**src/sv/cpg_pkg.sv**
```systemverilog
// ----------------------------------------------------------------------------
// cpg_pkg
// Shared types and constants for the circle point generator.
// ----------------------------------------------------------------------------
package cpg_pkg;
    localparam int MAX_POINTS_DEF = 64;
    localparam int FULL_TURN      = 23040;
    localparam int QUARTER_TURN   = 5760;
    localparam int CORDIC_STEPS   = 18;
    localparam int CORDIC_GAIN    = 652032874;
    localparam int CFG_IDX_W      = 8;
    localparam logic [CFG_IDX_W-1:0] REG_CENTER_X = 8'd0;
    localparam logic [CFG_IDX_W-1:0] REG_CENTER_Y = 8'd1;

    typedef struct packed {
        logic load;       // latch request
        logic div_start;  // begin angle division for current index
        logic trig_start; // begin fold and cordic
        logic emit;       // present result
    } t_cmd;

    typedef struct packed {
        logic div_done;
        logic trig_done;
        logic last;       // index has reached count: every point emitted
        logic empty;      // count is zero
    } t_status;

    function automatic logic [23:0] atan_lut(input logic [4:0] k);
        logic [23:0] v;
        case (k)
            5'd0:    v = 24'd11796480;
            5'd1:    v = 24'd6963869;
            5'd2:    v = 24'd3679517;
            5'd3:    v = 24'd1867780;
            5'd4:    v = 24'd937515;
            5'd5:    v = 24'd469214;
            5'd6:    v = 24'd234664;
            5'd7:    v = 24'd117339;
            5'd8:    v = 24'd58671;
            5'd9:    v = 24'd29335;
            5'd10:   v = 24'd14668;
            5'd11:   v = 24'd7334;
            5'd12:   v = 24'd3667;
            5'd13:   v = 24'd1833;
            5'd14:   v = 24'd917;
            5'd15:   v = 24'd458;
            5'd16:   v = 24'd229;
            5'd17:   v = 24'd115;
            default: v = 24'd0;
        endcase
        return v;
    endfunction
endpackage

```
**src/sv/cpg_ctrl.sv**
```systemverilog
// ----------------------------------------------------------------------------
// cpg_ctrl
// Sequencer: latch, divide, rotate, emit, repeat per point.
// ----------------------------------------------------------------------------
module cpg_ctrl (
    input  logic             i_clk,
    input  logic             i_rst_n,
    input  logic             i_start,
    input  cpg_pkg::t_status i_status,
    output cpg_pkg::t_cmd    o_cmd,
    output logic             o_busy
);
    import cpg_pkg::*;

    typedef enum logic [2:0] {S_IDLE, S_CHECK, S_DIV, S_TRIG, S_EMIT} t_state;

    t_state r_state;

    always_comb begin
        o_cmd            = '0;
        o_cmd.load       = (r_state == S_IDLE) && i_start;
        o_cmd.div_start  = (r_state == S_CHECK) && !i_status.empty;
        o_cmd.trig_start = (r_state == S_DIV) && i_status.div_done;
        o_cmd.emit       = (r_state == S_TRIG) && i_status.trig_done;
    end

    assign o_busy = (r_state != S_IDLE);

    always_ff @(posedge i_clk) begin
        if (!i_rst_n) begin
            r_state <= S_IDLE;
        end else begin
            case (r_state)
                S_IDLE:  if (i_start) r_state <= S_CHECK;
                S_CHECK: r_state <= i_status.empty ? S_IDLE : S_DIV;
                S_DIV:   if (i_status.div_done) r_state <= S_TRIG;
                S_TRIG:  if (i_status.trig_done) r_state <= S_EMIT;
                S_EMIT:  r_state <= i_status.last ? S_IDLE : S_CHECK;
                default: r_state <= S_IDLE;
            endcase
        end
    end
endmodule

```
**src/sv/cpg_datapath.sv**
```systemverilog
// ----------------------------------------------------------------------------
// cpg_datapath
// Request registers, restoring angle divider, quadrant fold, CORDIC,
// radius scaling and result registers.
// ----------------------------------------------------------------------------
module cpg_datapath #(
    parameter int MAX_POINTS = cpg_pkg::MAX_POINTS_DEF
) (
    input  logic                i_clk,
    input  logic                i_rst_n,
    input  cpg_pkg::t_cmd       i_cmd,
    output cpg_pkg::t_status    o_status,
    input  logic [6:0]          i_point_count,
    input  logic [9:0]          i_circle_radius,
    input  logic [14:0]         i_first_angle,
    input  logic [9:0]          i_center_x,
    input  logic [9:0]          i_center_y,
    output logic                o_result_valid,
    output logic signed [11:0]  o_point_x,
    output logic signed [11:0]  o_point_y,
    output logic [15:0]         o_point_angle,
    output logic                o_is_last
);
    import cpg_pkg::*;

    localparam logic [6:0] MAXP = 7'(MAX_POINTS);

    logic [6:0]  r_count, r_index;
    logic [9:0]  r_radius;
    logic [14:0] r_start;

    // divider: (index*23040)/count, 21-bit dividend
    logic [20:0] r_quot, r_divq;
    logic [6:0]  r_rem;
    logic [4:0]  r_dbit;
    logic        r_dbusy, r_ddone;
    logic [7:0]  w_trial;

    // trig
    logic [15:0] r_ang;
    logic [15:0] r_ang_out;
    logic [1:0]  r_quad;
    logic [12:0] r_resid;
    logic signed [33:0] r_x, r_y;
    logic signed [26:0] r_z;
    logic [4:0]  r_k;
    logic [2:0]  r_tph;
    logic        r_tbusy, r_tdone;
    logic signed [22:0] r_c, r_s;
    logic signed [33:0] r_pc, r_ps;

    logic [6:0]  w_cnt_sat;
    logic signed [33:0] w_dx, w_dy;
    logic signed [33:0] w_pct, w_pst;
    logic signed [11:0] w_ox, w_oy;

    assign w_cnt_sat = (i_point_count > MAXP) ? MAXP : i_point_count;
    assign w_trial   = {r_rem, r_divq[20]} - {1'b0, r_count};
    assign w_dx      = r_x >>> r_k;
    assign w_dy      = r_y >>> r_k;
    assign w_pct     = (r_pc < 0) ? -((-r_pc) >>> 20) : (r_pc >>> 20);
    assign w_pst     = (r_ps < 0) ? -((-r_ps) >>> 20) : (r_ps >>> 20);

    always_comb begin
        case (r_quad)
            2'd0:    begin w_ox = 12'(w_pct);  w_oy = 12'(w_pst);  end
            2'd1:    begin w_ox = -12'(w_pst); w_oy = 12'(w_pct);  end
            2'd2:    begin w_ox = -12'(w_pct); w_oy = -12'(w_pst); end
            default: begin w_ox = 12'(w_pst);  w_oy = -12'(w_pct); end
        endcase
    end

    assign o_status.div_done  = r_ddone;
    assign o_status.trig_done = r_tdone;
    assign o_status.last      = (r_index == r_count);
    assign o_status.empty     = (r_count == 7'd0);

    always_ff @(posedge i_clk) begin
        if (!i_rst_n) begin
            r_count <= '0; r_index <= '0; r_radius <= '0; r_start <= '0;
            r_dbusy <= 1'b0; r_ddone <= 1'b0; r_tbusy <= 1'b0; r_tdone <= 1'b0;
            o_result_valid <= 1'b0;
        end else begin
            r_ddone <= 1'b0;
            r_tdone <= 1'b0;
            o_result_valid <= 1'b0;
            if (i_cmd.load) begin
                r_count <= w_cnt_sat; r_radius <= i_circle_radius;
                r_start <= i_first_angle; r_index <= '0;
            end
            if (i_cmd.div_start) begin
                r_divq  <= 21'(r_index) * 21'd23040;
                r_rem   <= '0;
                r_dbit  <= '0;
                r_dbusy <= 1'b1;
            end else if (r_dbusy) begin
                if (!w_trial[7]) begin
                    r_rem <= w_trial[6:0]; r_quot <= {r_quot[19:0], 1'b1};
                end else begin
                    r_rem <= {r_rem[5:0], r_divq[20]}; r_quot <= {r_quot[19:0], 1'b0};
                end
                r_divq <= {r_divq[19:0], 1'b0};
                r_dbit <= r_dbit + 5'd1;
                if (r_dbit == 5'd20) begin
                    r_dbusy <= 1'b0; r_ddone <= 1'b1;
                end
            end
            if (i_cmd.trig_start) begin
                r_ang   <= 16'(r_start) + 16'(r_quot);
                r_tph   <= 3'd0;
                r_tbusy <= 1'b1;
            end else if (r_tbusy) begin
                case (r_tph)
                    3'd0: begin
                        if (r_ang >= 16'(2*FULL_TURN))
                            r_ang <= r_ang - 16'(2*FULL_TURN);
                        else if (r_ang >= 16'(FULL_TURN))
                            r_ang <= r_ang - 16'(FULL_TURN);
                        r_tph <= 3'd1;
                    end
                    3'd1: begin
                        if (r_ang >= 16'(3*QUARTER_TURN)) begin
                            r_quad <= 2'd3; r_resid <= 13'(r_ang - 16'(3*QUARTER_TURN));
                        end else if (r_ang >= 16'(2*QUARTER_TURN)) begin
                            r_quad <= 2'd2; r_resid <= 13'(r_ang - 16'(2*QUARTER_TURN));
                        end else if (r_ang >= 16'(QUARTER_TURN)) begin
                            r_quad <= 2'd1; r_resid <= 13'(r_ang - 16'(QUARTER_TURN));
                        end else begin
                            r_quad <= 2'd0; r_resid <= 13'(r_ang);
                        end
                        r_tph <= 3'd2;
                    end
                    3'd2: begin
                        r_x <= 34'sd652032874; r_y <= '0;
                        r_z <= $signed({2'b00, r_resid, 12'd0});
                        r_k <= '0; r_tph <= 3'd3;
                    end
                    3'd3: begin
                        if (!r_z[26]) begin
                            r_x <= r_x - w_dy; r_y <= r_y + w_dx;
                            r_z <= r_z - $signed({3'b000, atan_lut(r_k)});
                        end else begin
                            r_x <= r_x + w_dy; r_y <= r_y - w_dx;
                            r_z <= r_z + $signed({3'b000, atan_lut(r_k)});
                        end
                        r_k <= r_k + 5'd1;
                        if (r_k == 5'(CORDIC_STEPS-1)) r_tph <= 3'd4;
                    end
                    3'd4: begin
                        r_c <= 23'((r_x + 34'sd512) >>> 10);
                        r_s <= 23'((r_y + 34'sd512) >>> 10);
                        r_tph <= 3'd5;
                    end
                    3'd5: begin
                        r_pc <= 34'(r_c * $signed({1'b0, r_radius}));
                        r_ps <= 34'(r_s * $signed({1'b0, r_radius}));
                        r_tph <= 3'd6;
                    end
                    default: begin
                        r_tbusy <= 1'b0; r_tdone <= 1'b1;
                    end
                endcase
            end
            if (i_cmd.emit) begin
                o_result_valid <= 1'b1;
                o_point_x      <= $signed({2'b00, i_center_x}) + w_ox;
                o_point_y      <= $signed({2'b00, i_center_y}) + w_oy;
                o_point_angle  <= r_ang_out;
                o_is_last      <= (r_index + 7'd1 == r_count);
                r_index        <= r_index + 7'd1;
            end
        end
    end

    always_ff @(posedge i_clk) begin
        if (i_cmd.trig_start) r_ang_out <= 16'(r_start) + 16'(r_quot);
    end
endmodule

```
**src/sv/circle_point_generator_top.sv**
```systemverilog
// ----------------------------------------------------------------------------
// circle_point_generator_top
// Points are computed one at a time: 21 divide steps, quadrant fold, 18 CORDIC
// steps and radius scaling per point. Busy stays high until the last point of
// a request has been strobed (for a zero count, only through the count check);
// the next request is taken once busy falls. Results are strobed for one cycle
// each; the receiver cannot stall.
// Synchronous active-low reset; centre registers reset to 120.
// ----------------------------------------------------------------------------
module circle_point_generator_top #(
    parameter int MAX_POINTS = cpg_pkg::MAX_POINTS_DEF
) (
    input  logic                i_clk,
    input  logic                i_rst_n,
    input  logic                start,
    output logic                busy,
    input  logic [6:0]          i_point_count,
    input  logic [9:0]          i_circle_radius,
    input  logic [14:0]         i_first_angle,
    input  logic                i_cfg_valid,
    output logic                o_cfg_ready,
    input  logic [cpg_pkg::CFG_IDX_W-1:0] i_cfg_index,
    input  logic [31:0]         i_cfg_data,
    output logic                o_result_valid,
    output logic signed [11:0]  o_point_x,
    output logic signed [11:0]  o_point_y,
    output logic [15:0]         o_point_angle,
    output logic                o_is_last
);
    import cpg_pkg::*;

    t_cmd    w_cmd;
    t_status w_status;
    logic [9:0] r_center_x, r_center_y;

    assign o_cfg_ready = 1'b1;

    always_ff @(posedge i_clk) begin
        if (!i_rst_n) begin
            r_center_x <= 10'd120;
            r_center_y <= 10'd120;
        end else if (i_cfg_valid) begin
            if (i_cfg_index == REG_CENTER_X) r_center_x <= i_cfg_data[9:0];
            if (i_cfg_index == REG_CENTER_Y) r_center_y <= i_cfg_data[9:0];
        end
    end

    cpg_ctrl u_ctrl (
        .i_clk(i_clk), .i_rst_n(i_rst_n), .i_start(start),
        .i_status(w_status), .o_cmd(w_cmd), .o_busy(busy)
    );

    cpg_datapath #(.MAX_POINTS(MAX_POINTS)) u_dp (
        .i_clk(i_clk), .i_rst_n(i_rst_n), .i_cmd(w_cmd), .o_status(w_status),
        .i_point_count(i_point_count), .i_circle_radius(i_circle_radius),
        .i_first_angle(i_first_angle), .i_center_x(r_center_x),
        .i_center_y(r_center_y), .o_result_valid(o_result_valid),
        .o_point_x(o_point_x), .o_point_y(o_point_y),
        .o_point_angle(o_point_angle), .o_is_last(o_is_last)
    );

    a_no_result_idle: assert property (@(posedge i_clk) disable iff (!i_rst_n)
        o_result_valid |-> $past(busy)) else $error("result while idle");
    a_last_ends: assert property (@(posedge i_clk) disable iff (!i_rst_n)
        (o_result_valid && o_is_last) |=> !o_result_valid) else $error("beat after last");
    a_start_busy: assert property (@(posedge i_clk) disable iff (!i_rst_n)
        (start && !busy) |=> busy) else $error("start not taken");
endmodule

```
**config.mk**
```make
export PLATFORM = sky130hd
export DESIGN_NAME = circle_point_generator_top
export DESIGN_NICKNAME = d
export VERILOG_FILES = /design/src/sv/cpg_pkg.sv /design/src/sv/cpg_ctrl.sv /design/src/sv/cpg_datapath.sv /design/src/sv/circle_point_generator_top.sv
export SDC_FILE = /design/constraint.sdc
export NUM_CORES = 2
export LEC_CHECK = 0
export BUFFER_PORTS_ARGS = -buffer_cell sky130_fd_sc_hd__buf_2
export CORE_MARGIN = 5
export CORE_UTILIZATION = 56
export CTS_BUF_LIST = sky130_fd_sc_hd__clkbuf_8
export DETAILED_ROUTE_END_ITERATION = 8
export GPL_TIMING_DRIVEN = 0
export PLACE_DENSITY_LB_ADDON = 0.12
export SLEW_MARGIN = 20
export SYNTH_ARGS = -nofsm -noshare
export SYNTH_HDL_FRONTEND = slang
export SYNTH_HIERARCHICAL = 1
export SYNTH_SLANG_ARGS = --single-unit
export TNS_END_PERCENT = 20
```
**constraint.sdc**
```tcl
create_clock -name i_clk -period 12.55 [get_ports i_clk]
set_input_delay 0 -clock i_clk [delete_from_list [all_inputs] [get_ports i_clk]]
set_output_delay 0 -clock i_clk [all_outputs]
set_load 0.02 [all_outputs]
```
==> impl_metrics.tcl <==
set metrics [dict create \
    netlist.top_cell.by_area "edfxtp_1" \
    synthTopCellsByArea "edfxtp_1 (21%), fa_1 (17%), ha_1 (9.0%), inv_1 (4.4%), nand2_1 (4.1%)" \
    synthCells 5104 \
    grt_pass1_vias 38916 \
    portBuffers 96 \
    cp_slowest_stage_delay_ps 890 \
    nets 6208 \
    endpoint_kind "register" \
    place_area_mm2 0.05038 \
    slowest_stage "a2111oi_0" \
    cp_max_fo 10 \
    drive_above_1_share_pct 7.998 \
    gr-total-overflow 0 \
    fmax_mhz 124.6 \
    route.detailed.drc 0 \
    yosys.area.top_type_share_pct 21.34 \
    stdcell_area_mm2 0.05295 \
    dieArea_mm2 0.09217 \
    fin_cells 6586 \
    yosys_warnings 6 \
    critical_path.cell_chain "clkbuf_1 -> clkbuf_1 -> nand2_1 -> fa_1 -> inv_1 -> fa_1 -> fa_1 -> fa_1 -> inv_1 -> fa_1 -> inv_1 -> ha_1 -> a21oi_1 -> nand2b_1 -> o32ai_1 -> a2111oi_0 -> o21ai_0 -> a31oi_1 -> a2111o_1 -> a21o_1 -> a21oi_1 -> xnor2_1" \
    run_status "finished clean" \
    p_leak_nw 22.89 \
    grt_use_total_pct 30.37 \
    setup_viol 0 \
    drv_slew 0 \
    cts_resized 0 \
    antenna_found_initial 2 \
    ys_ff_latch 434 \
    vias 38719 \
    routed_wl_mm 139.3 \
    rows 107 \
    syn_area_mm2 0.04827 \
    wl_met1_mm 58.16 \
    coreArea_mm2 0.08541 \
    io_pins 120 \
    cts_tree "built" \
    vias_per_cell 5.879 \
    synthDistinctLibCells 102 \
    top_layer_used "met4" \
    drt_pass1_iterations 6 \
    crit_buf_inv 5 \
    grt_pass1_wl_mm 218.9 \
    drtIter0Drc 3226 \
    critPathKind "reg -> reg" \
    initial_core_util_pct 56.51 \
    area_growth_pct 9.694 \
    numCtsBuffers 82 \
    p_per_area_mw_per_mm2 83.01 \
    dpl_worst_slack_ps 4521 \
    clock_latency_ps 760 \
    fin_util_pct 61.99 \
    fillCellCount 7391 \
    hpwl_mm 109.9 \
    cts_buffer_depth 3 \
    place_congestion 1.012 \
    rsz0062_at_grt "false" \
    cts_root_buf "clkbuf_8" \
    async_flop_share_pct 0 \
    critPathTopFamily "adder cells" \
    min_period_over_period_pct 63.97 \
    synth_top_cells_by_count "inv_1 (560), nand2_1 (526), fa_1 (417)" \
    clkTransAtPathRegs_ps 60 \
    maxCapViolCount 0 \
    seq_area_frac_synth_pct 25.11 \
    cts_sinks 434 \
    crit_arrival_ps 8500 \
    slew_headroom_pct 18.95 \
    min_path_type "in -> reg" \
    die_width_um 303.6 \
    die_h_um 303.6 \
    fin_skew_ps 53.18 \
    wl_met3_mm 9.276 \
    detail_route.wl_per_cell_um 21.16 \
    synth.net_count 5943 \
    worst_pin_slew_ps 1211 \
    wl_met2_mm 65.74 \
    period_needed_ps 8028 \
    timing.critical_path.mode_cell "fa_1" \
    ctsHoldBuffers 67 \
    postRouteAntennaNets 0 \
    cts.htree.levels 3 \
    synthFlopType "edfxtp_1" \
    post_cts_buffers 0 \
    synth_edf_count 343 \
    syn_avg_cell_area_um2 9.457 \
    cp_data_required_time_ps 13020 \
    finalHoldViolations 0 \
    setup_tns_ps 0 \
    fin_ws_ps 4522 \
    dp_cells 6362 \
    ir_drop_v 0.0001056 \
    synth.most_common_cell "inv_1" \
    grt_max_degree 64 \
    start_kind "register" \
]
[flip-flops by register name, indices dropped and copies added (netlist names), 23 cells and up, named ones only]
signal / flops
u_dp/r_c: 23
u_dp/r_pc: 33
u_dp/r_ps: 33
u_dp/r_s: 23
u_dp/r_x: 34
u_dp/r_y: 34
u_dp/r_z: 27
[through the flow]
step                power [mW]  hold slack [ps]
finish                   4.395            78.34
global route             4.684            35.70
CTS                      4.446        0.0004996
detailed placement       2.809            264.8
global placement         2.779            258.7
floorplan                2.542            121.7
[report_power, final]
| group | switching (mW) | internal (mW) | total, mW |
|---|---|---|---|
| logic | 0.684 | 0.503 | 1.19 |
| registers | 0.00915 | 1.60 | 1.61 |
| clock network | 0.690 | 0.911 | 1.60 |
[metal layers]
layer / global-route usage, % / vias up
met3: 4.965 / 300
met1: 40.03 / 18914
met5: 0 / -
met2: 50.72 / 1398
li1: - / 18107
met4: 11.63 / 0
[cells by family (layout without fill, tap and decap cells)]
logic type,after synthesis,after routing,synth area share [%]
AOI/OAI and AO/OA,913,913,12.31
xor gates and xnor gates,372,372,6.750
adders and majority gates,763,763,26.26
buffers and inverters,829,1164,6.768
DFF,434,434,25.11
muxes,227,227,6.739
other,1,4,0.007769
and+or+nand+nor,1565,1565,16.05
[path summary, 6_finish.rpt]
check	start	end	slack (ps)	cells past startpoint
max	u_dp/r_radius[5]$_SDFFE_PN0P_	u_dp/r_pc[33]$_DFFE_PP_	4520	22
max reg2reg	u_dp/r_radius[5]$_SDFFE_PN0P_	u_dp/r_pc[33]$_DFFE_PP_	4520	22
min	i_circle_radius[3]	u_dp/r_radius[3]$_SDFFE_PN0P_	80	4
min reg2reg	u_dp/r_ang_out[2]$_DFFE_PP_	u_dp/o_point_angle[2]$_DFFE_PP_	420	0
[worst register-to-register path, stage by stage, from the launching register on]
cell       delay, ps
dfxtp_1          320
clkbuf_1         740
clkbuf_1         630
nand2_1          180
fa_1             580
inv_1             60
fa_1             560
fa_1             440
fa_1             500
inv_1             50
fa_1             500
inv_1             50
ha_1             350
a21oi_1          130
nand2b_1         110
o32ai_1          110
a2111oi_0        890
o21ai_0          310
a31oi_1          460
a2111o_1         260
a21o_1           140
a21oi_1           80
xnor2_1          340
[area by class of cell]
type / count / area, µm² / share of cell area, %
multi-input cells: 3841 / 32920 / 62.17
diodes: 3 / 7.507 / 0.01418
flip-flops and latches: 434 / 12120 / 22.89
plain buffers: 263 / 1142 / 2.157
inverters: 566 / 2130 / 4.022
well taps: 1144 / 1431 / 2.703
repair buffers: 181 / 1308 / 2.469
clock buffers: 94 / 1294 / 2.443
clock inverters: 60 / 599.3 / 1.132
[layout by cell type (no fill, tap or decap), types with 45 or more instances in the layout]
cell,count
and3_1,50
ha_1,346
nand2_1,526
mux4_2,73
mux2i_1,115
xnor2_1,225
fa_1,417
and2_1,227
a21oi_1,268
dlygate4sd3_1,67
dfxtp_1,91
nor2_1,290
xor2_1,147
clkbuf_1,205
edfxtp_1,343
nand3_1,83
a21o_1,90
buf_2,123
nor2b_1,85
nor3_1,79
clkbuf_8,94
o21ai_0,167
inv_1,578
nand2b_1,45
Power figures use the tool's default switching activity.
